File: src/hdl/ssi_pkg.sv
// Shared types and constants for the segment/sphere intersection test.
package ssi_pkg;

	localparam int COORD_BITS   = 16;
	localparam int DIFF_W       = COORD_BITS + 1;
	localparam int PROD_W       = 2 * DIFF_W;
	localparam int RSQ_W        = 2 * (COORD_BITS - 1);
	localparam int SUM_W        = PROD_W + 2;
	localparam int MUL_W        = 2 * SUM_W;
	localparam int DISC_W       = MUL_W + 1;
	localparam int ROOT_W       = SUM_W;
	localparam int RAD_W        = 2 * ROOT_W;
	localparam int REM_W        = ROOT_W + 3;
	localparam int TEST_W       = SUM_W + 2;
	localparam int FRONT_STAGES = 5;
	localparam int LATENCY      = FRONT_STAGES + ROOT_W + 1;

	typedef struct packed {
		logic signed [COORD_BITS-1:0] center_x;
		logic signed [COORD_BITS-1:0] center_y;
		logic signed [COORD_BITS-1:0] center_z;
		logic [COORD_BITS-2:0]        sphere_radius;
		logic signed [COORD_BITS-1:0] start_x;
		logic signed [COORD_BITS-1:0] start_y;
		logic signed [COORD_BITS-1:0] start_z;
		logic signed [COORD_BITS-1:0] end_x;
		logic signed [COORD_BITS-1:0] end_y;
		logic signed [COORD_BITS-1:0] end_z;
	} query_t;

	typedef struct packed {
		logic hit;
		logic degenerate;
	} result_t;

	typedef struct packed {
		logic                    degen;
		logic                    neg;
		logic signed [SUM_W-1:0] neg_b;
		logic signed [SUM_W-1:0] a;
	} side_t;

	typedef struct packed {
		logic              valid;
		logic [RAD_W-1:0]  rad;
		logic [REM_W-1:0]  rem;
		logic [ROOT_W-1:0] root;
		side_t             side;
	} cell_t;

endpackage

File: src/hdl/ssi_cell.sv
// One square root cell: resolves one root bit and hands on to the next cell.
module ssi_cell (
	input  logic           clk,
	input  logic           arst_n,
	input  ssi_pkg::cell_t cell_in,
	output ssi_pkg::cell_t cell_out
);

	logic [ssi_pkg::REM_W-1:0] rem_sh;
	logic [ssi_pkg::REM_W-1:0] trial;
	logic                      fits;

	assign rem_sh = {cell_in.rem[ssi_pkg::REM_W-3:0],
		cell_in.rad[ssi_pkg::RAD_W-1:ssi_pkg::RAD_W-2]};
	assign trial  = ssi_pkg::REM_W'({cell_in.root, 2'b01});
	assign fits   = (rem_sh >= trial);

	always_ff @(posedge clk or negedge arst_n) begin
		if (!arst_n) begin
			cell_out <= '0;
		end else begin
			cell_out.valid <= cell_in.valid;
			cell_out.rad   <= {cell_in.rad[ssi_pkg::RAD_W-3:0], 2'b00};
			cell_out.rem   <= fits ? (rem_sh - trial) : rem_sh;
			cell_out.root  <= {cell_in.root[ssi_pkg::ROOT_W-2:0], fits};
			cell_out.side  <= cell_in.side;
		end
	end

endmodule

File: config.mk
export PLATFORM = sky130hd
export DESIGN_NAME = ssi_cell
export DESIGN_NICKNAME = d
export VERILOG_FILES = /design/src/hdl/ssi_pkg.sv /design/src/hdl/ssi_cell.sv
export SDC_FILE = /design/constraint.sdc
export NUM_CORES = 1
export LEC_CHECK = 0
export BUFFER_PORTS_ARGS = -buffer_cell sky130_fd_sc_hd__buf_2
export CAP_MARGIN = 20
export CORE_AREA = 2 2 173 175
export CTS_BUF_LIST = sky130_fd_sc_hd__clkbuf_8
export CTS_CLUSTER_SIZE = 20
export DETAILED_ROUTE_END_ITERATION = 8
export DIE_AREA = 0 0 175 177
export HOLD_SLACK_MARGIN = 0.15
export SKIP_CTS_REPAIR_TIMING = 1
export SLEW_MARGIN = 20
export SYNTH_ARGS = -nofsm -noshare
export SYNTH_HDL_FRONTEND = slang
export SYNTH_SLANG_ARGS = --single-unit
File: constraint.sdc
create_clock -name clk -period 1 [get_ports clk]
set_input_delay 0.2 -clock clk [delete_from_list [all_inputs] [get_ports clk]]
set_output_delay 0.2 -clock clk [all_outputs]
set_load 0.01 [all_outputs]
-- Word-level counts from Yosys, hierarchy flattened
Index checks and enable logic that the tools add are counted.
- register bits after elaboration: 220
- word-level logic and storage cells: 11
- output and inout bits: 222
- input bits: 224
- order comparisons: 1
- multiplexer cells: 1
- add/sub/neg operators: 1
- operator list (cell ; number):
    $ge 39x38->1 ; 1
    $mux 39 ; 1
    $sub 39x38->39 ; 1

-- Logic depth before layout (Yosys ltp)
- depth after elaboration: 2
- depth in mapped cells: 14
- gate-level depth less buffers: 11

-- Worst setup path before layout
No wires, ideal clock.
- path kind: input port to flip-flop
- start: input port cell_in[91] (netlist bit)
- end: register cell_out[122] (netlist bit)
- buffers on the path: 3
- data required time: 875 ps
- slack: -1846 ps
- cell stages on the path: 14
- data arrival time: 2721 ps
- library setup time: 125 ps
- cells stage by stage: inv_1 -> ha_1 -> clkbuf_1 -> nand2b_1 -> or4_4 -> nor4_4 -> a21oi_1 -> a21oi_1 -> nor2b_1 -> or2_1 -> buf_6 -> inv_8 -> buf_12 -> mux2_4
- word-level cells in the longest chain between the ends: 2
- RTL lines (what ; RTL line ; RTL):
    start, declared ; ssi_cell.sv:5 ; input ssi_pkg::cell_t cell_in,
    $ge 39x38->1 ; ssi_cell.sv:16 ; assign fits = (rem_sh >= trial);
    $mux 39 ; ssi_cell.sv:24 ; cell_out.rem <= fits ? (rem_sh - trial) : rem_sh;
    end, declared ; ssi_cell.sv:6 ; output ssi_pkg::cell_t cell_out
No other way between the ends.

-- Worst setup path in the final report
- start: input port cell_in[114] (netlist bit)
- end: register cell_out[124] (netlist bit)
- word-level cells in the longest chain between the ends: 2
- elaborated cells between the ends (all ways): 3
- classes of those cells: add/sub (1); order compare (1); mux (1)
- RTL lines (what ; RTL line):
    $sub 39x38->39 or $ge 39x38->1 (tied branches) ; ssi_cell.sv:24, ssi_cell.sv:16
    $mux 39 (*) ; ssi_cell.sv:24
Every way passes the cells marked *; elsewhere a longest branch is shown, timed or not.

==> impl_metrics.tcl <==
set metrics [dict create \
    grtUsageTotal_pct 20.9 \
    die_area_um2 31000 \
    grt_overflow 0 \
    timing.final.ws_setup_ps -1310 \
    power_density_nw_per_um2 1530 \
    io_pins 446 \
    async_flop_share_pct 100 \
    multi_input_area_um2 3140 \
    die_y_um 177 \
    worstPathMaxFanout 7 \
    grt_setup_unrepaired "true" \
    die_w_um 175 \
    cts_buffers 40 \
    via_count 8475 \
    crit_slowest_cell "or4_4" \
    largest_reg_flops 220 \
    htreeDepth 2 \
    gp_congestion 0.890 \
    avgSynthCellArea_um2 13.1 \
    leakage_nw 8.30 \
    synth_ff_type "dfrtp_1" \
    fmax_mhz 432 \
    drive_above_1_share_pct 50.3 \
    ys_ff_latch 220 \
    drt_iter0_drc 404 \
    seq_area_um2 5510 \
    grt_pass1_vias 8007 \
    grt_pass1_wl_um 48400 \
    synth_seq_area_share_pct 64.9 \
    power.total_mw 25.5 \
    post-route-drc-count 0 \
    wirelength_um 38400 \
    crit_arrival_ps 2730 \
    row_count 63 \
    yosysWarningCount 0 \
    fin_util_pct 57.0 \
    hold_path.class "in -> reg" \
    via_per_inst 4.44 \
    slew_viol_final 0 \
    grt_max_degree 39 \
    status "complete, but fails checks" \
    synth_cell_types 62 \
    portBuffers 441 \
    clk_path_buf_depth 3 \
    hold_viol_final 0 \
    clk_transition_reported_paths_ps 60 \
    core_um2 29200 \
    fillers 2361 \
    dr.pass1.iters 4 \
    wire_per_inst_um 20.1 \
    max_cap_violations 0 \
    cts.root.buffer_cell "clkbuf_8" \
    ant_nets 0 \
    regMostFlops "cell_out" \
    path_delay_family "simple AND/OR/NAND/NOR gates" \
    violations "setup timing" \
    syn2layout_area_growth_pct 96.7 \
    setup_violations 260 \
    vdd_drop_max_mv 0.929 \
    worst_setup_path_end_kind "register" \
    path_cells "buf_2, ha_4, nand4_1, or4_4, nor4_4, a21oi_2, a21oi_1, nor2b_1, or2_4, clkinv_8, mux2_4" \
    synth_area_um2 8480 \
    nNetsFinal 1749 \
    finalCriticalPeriod_ps 2310 \
    finalCritPeriodShare_pct 231 \
    cts_tree "done" \
    numClockSinks 220 \
    initial_core_util_pct 29.0 \
    synth-edff-count 0 \
    top_regs "cell_out: 220 flops" \
    hpwl_um 26900 \
    synthCells 645 \
    path_class "in -> reg" \
    antenna_found_initial 8 \
    start_kind "primary input" \
    cp_num_buf_inv 2 \
    required_ps 1420 \
    cp_slowest_stage_delay_ps 520 \
]
[layout by cell type (no fill, tap or decap), drive strengths merged, types with 3 or more instances in the layout]
cell type | synthesis | layout
ha | 38 | 38
o211ai | 3 | 3
nor2 | 13 | 13
dlygate4sd3 | 0 | 220
dfrtp | 220 | 220
o2111ai | 3 | 3
and3 | 3 | 3
or2 | 4 | 4
a21o | 23 | 23
o21a | 4 | 4
clkinv | 0 | 9
o21ai | 36 | 36
buf | 6 | 598
o31ai | 5 | 5
xnor2 | 20 | 20
a2111oi | 3 | 3
diode | 0 | 5
mux2 | 26 | 26
nand2b | 6 | 6
nand3 | 9 | 9
nand4 | 9 | 9
and2 | 3 | 3
nand2 | 40 | 40
nor3 | 8 | 8
a21oi | 39 | 39
clkbuf | 17 | 48
xor2 | 10 | 10
inv | 49 | 61
nor2b | 3 | 3
a31oi | 4 | 4
o21bai | 5 | 5
[per-layer routing]
metal	track usage (%)	wire length [um]	share of wire (%)
met5	0	47	0.12
met4	6.94	1560	4.1
met3	7.02	2780	7.2
met2	35.6	18800	49
met1	25.0	15200	40
[stage by stage]
step / area [um^2] / TNS [ps] / instances / hold WS [ps] / setup slack (ps)
2_1_floorplan: 8680 / -62880 / 646 / -95.6 / -1690
3_3_place_gp: 12400 / -73010 / 1603 / 102 / -1900
3_5_place_dp: 12400 / -75280 / 1603 / 97.2 / -1970
4_1_cts: 13200 / -114160 / 1671 / -491 / -1390
5_1_grt: 16700 / -115160 / 1908 / 91.6 / -1340
6_report: 16700 / -103370 / 1908 / 96.0 / -1310
[final timing paths]
check / cells past startpoint / startpoint / to / slack (ps)
worst max-delay path: 11 / cell_in[114] / cell_out[124] / -1310
min in group asynchronous: 2 / arst_n / cell_out[66] / 140
worst min-delay path: 4 / cell_in[219] / cell_out[111] / 100
max in group asynchronous: 3 / arst_n / cell_out[184] / 320
[cell type report]
type	instances	area share (%)
Antenna cell	5	0.0750
Clock buffer	47	3.88
Clock inverter	21	0.946
Inverter	49	1.31
Multi-Input combinational cell	354	18.8
Sequential cell	220	33.0
Tap cell	390	2.93
Timing Repair Buffer	819	38.8
Timing Repair inverter	3	0.263
[worst min-delay path: cells and delay by family]
family                   cells  cell delay (ps)
buffers and inverters        2              190
AO/OA/AOI/OAI                1               60
adder cells (fa/ha/maj)      1              140
[report_power, final]
part	total, mW	internal, mW	switching [mW]
registers	9.94	9.62	0.319
logic	6.72	3.68	3.04
clock network	8.80	4.82	3.97
total	25.5	18.1	7.33
[cell usage after synthesis (9+ instances only)]
library cell	n	area share, %
dfrtp_1	220	65
inv_1	48	2.1
nand2_1	40	1.8
a21oi_1	39	2.3
ha_1	38	5.6
a21o_1	23	2.0
o21ai_0	20	1.2
xnor2_1	20	2.1
mux2_4	19	3.4
clkbuf_1	17	0.75
o21ai_1	16	0.94
nor2_1	13	0.58
xor2_1	10	1.0
nand3_1	9	0.53
nand4_1	9	0.66
[cell families (layout without fill, tap and decap cells)]
kind of cell    count (synthesis)  in the layout  share of synthesized area, %
compound gates                151            151                          11.7
xor+xnor                       30             30                          3.10
fa+ha+maj                      38             38                          5.61
buf+inv                        72            939                          3.85
flops                         220            220                          64.9
mux                            26             26                          4.29
other cells                     1              7                        0.0442
simple gates                  107            107                          6.42
Note: power is estimated with default switching activity, not from simulation.
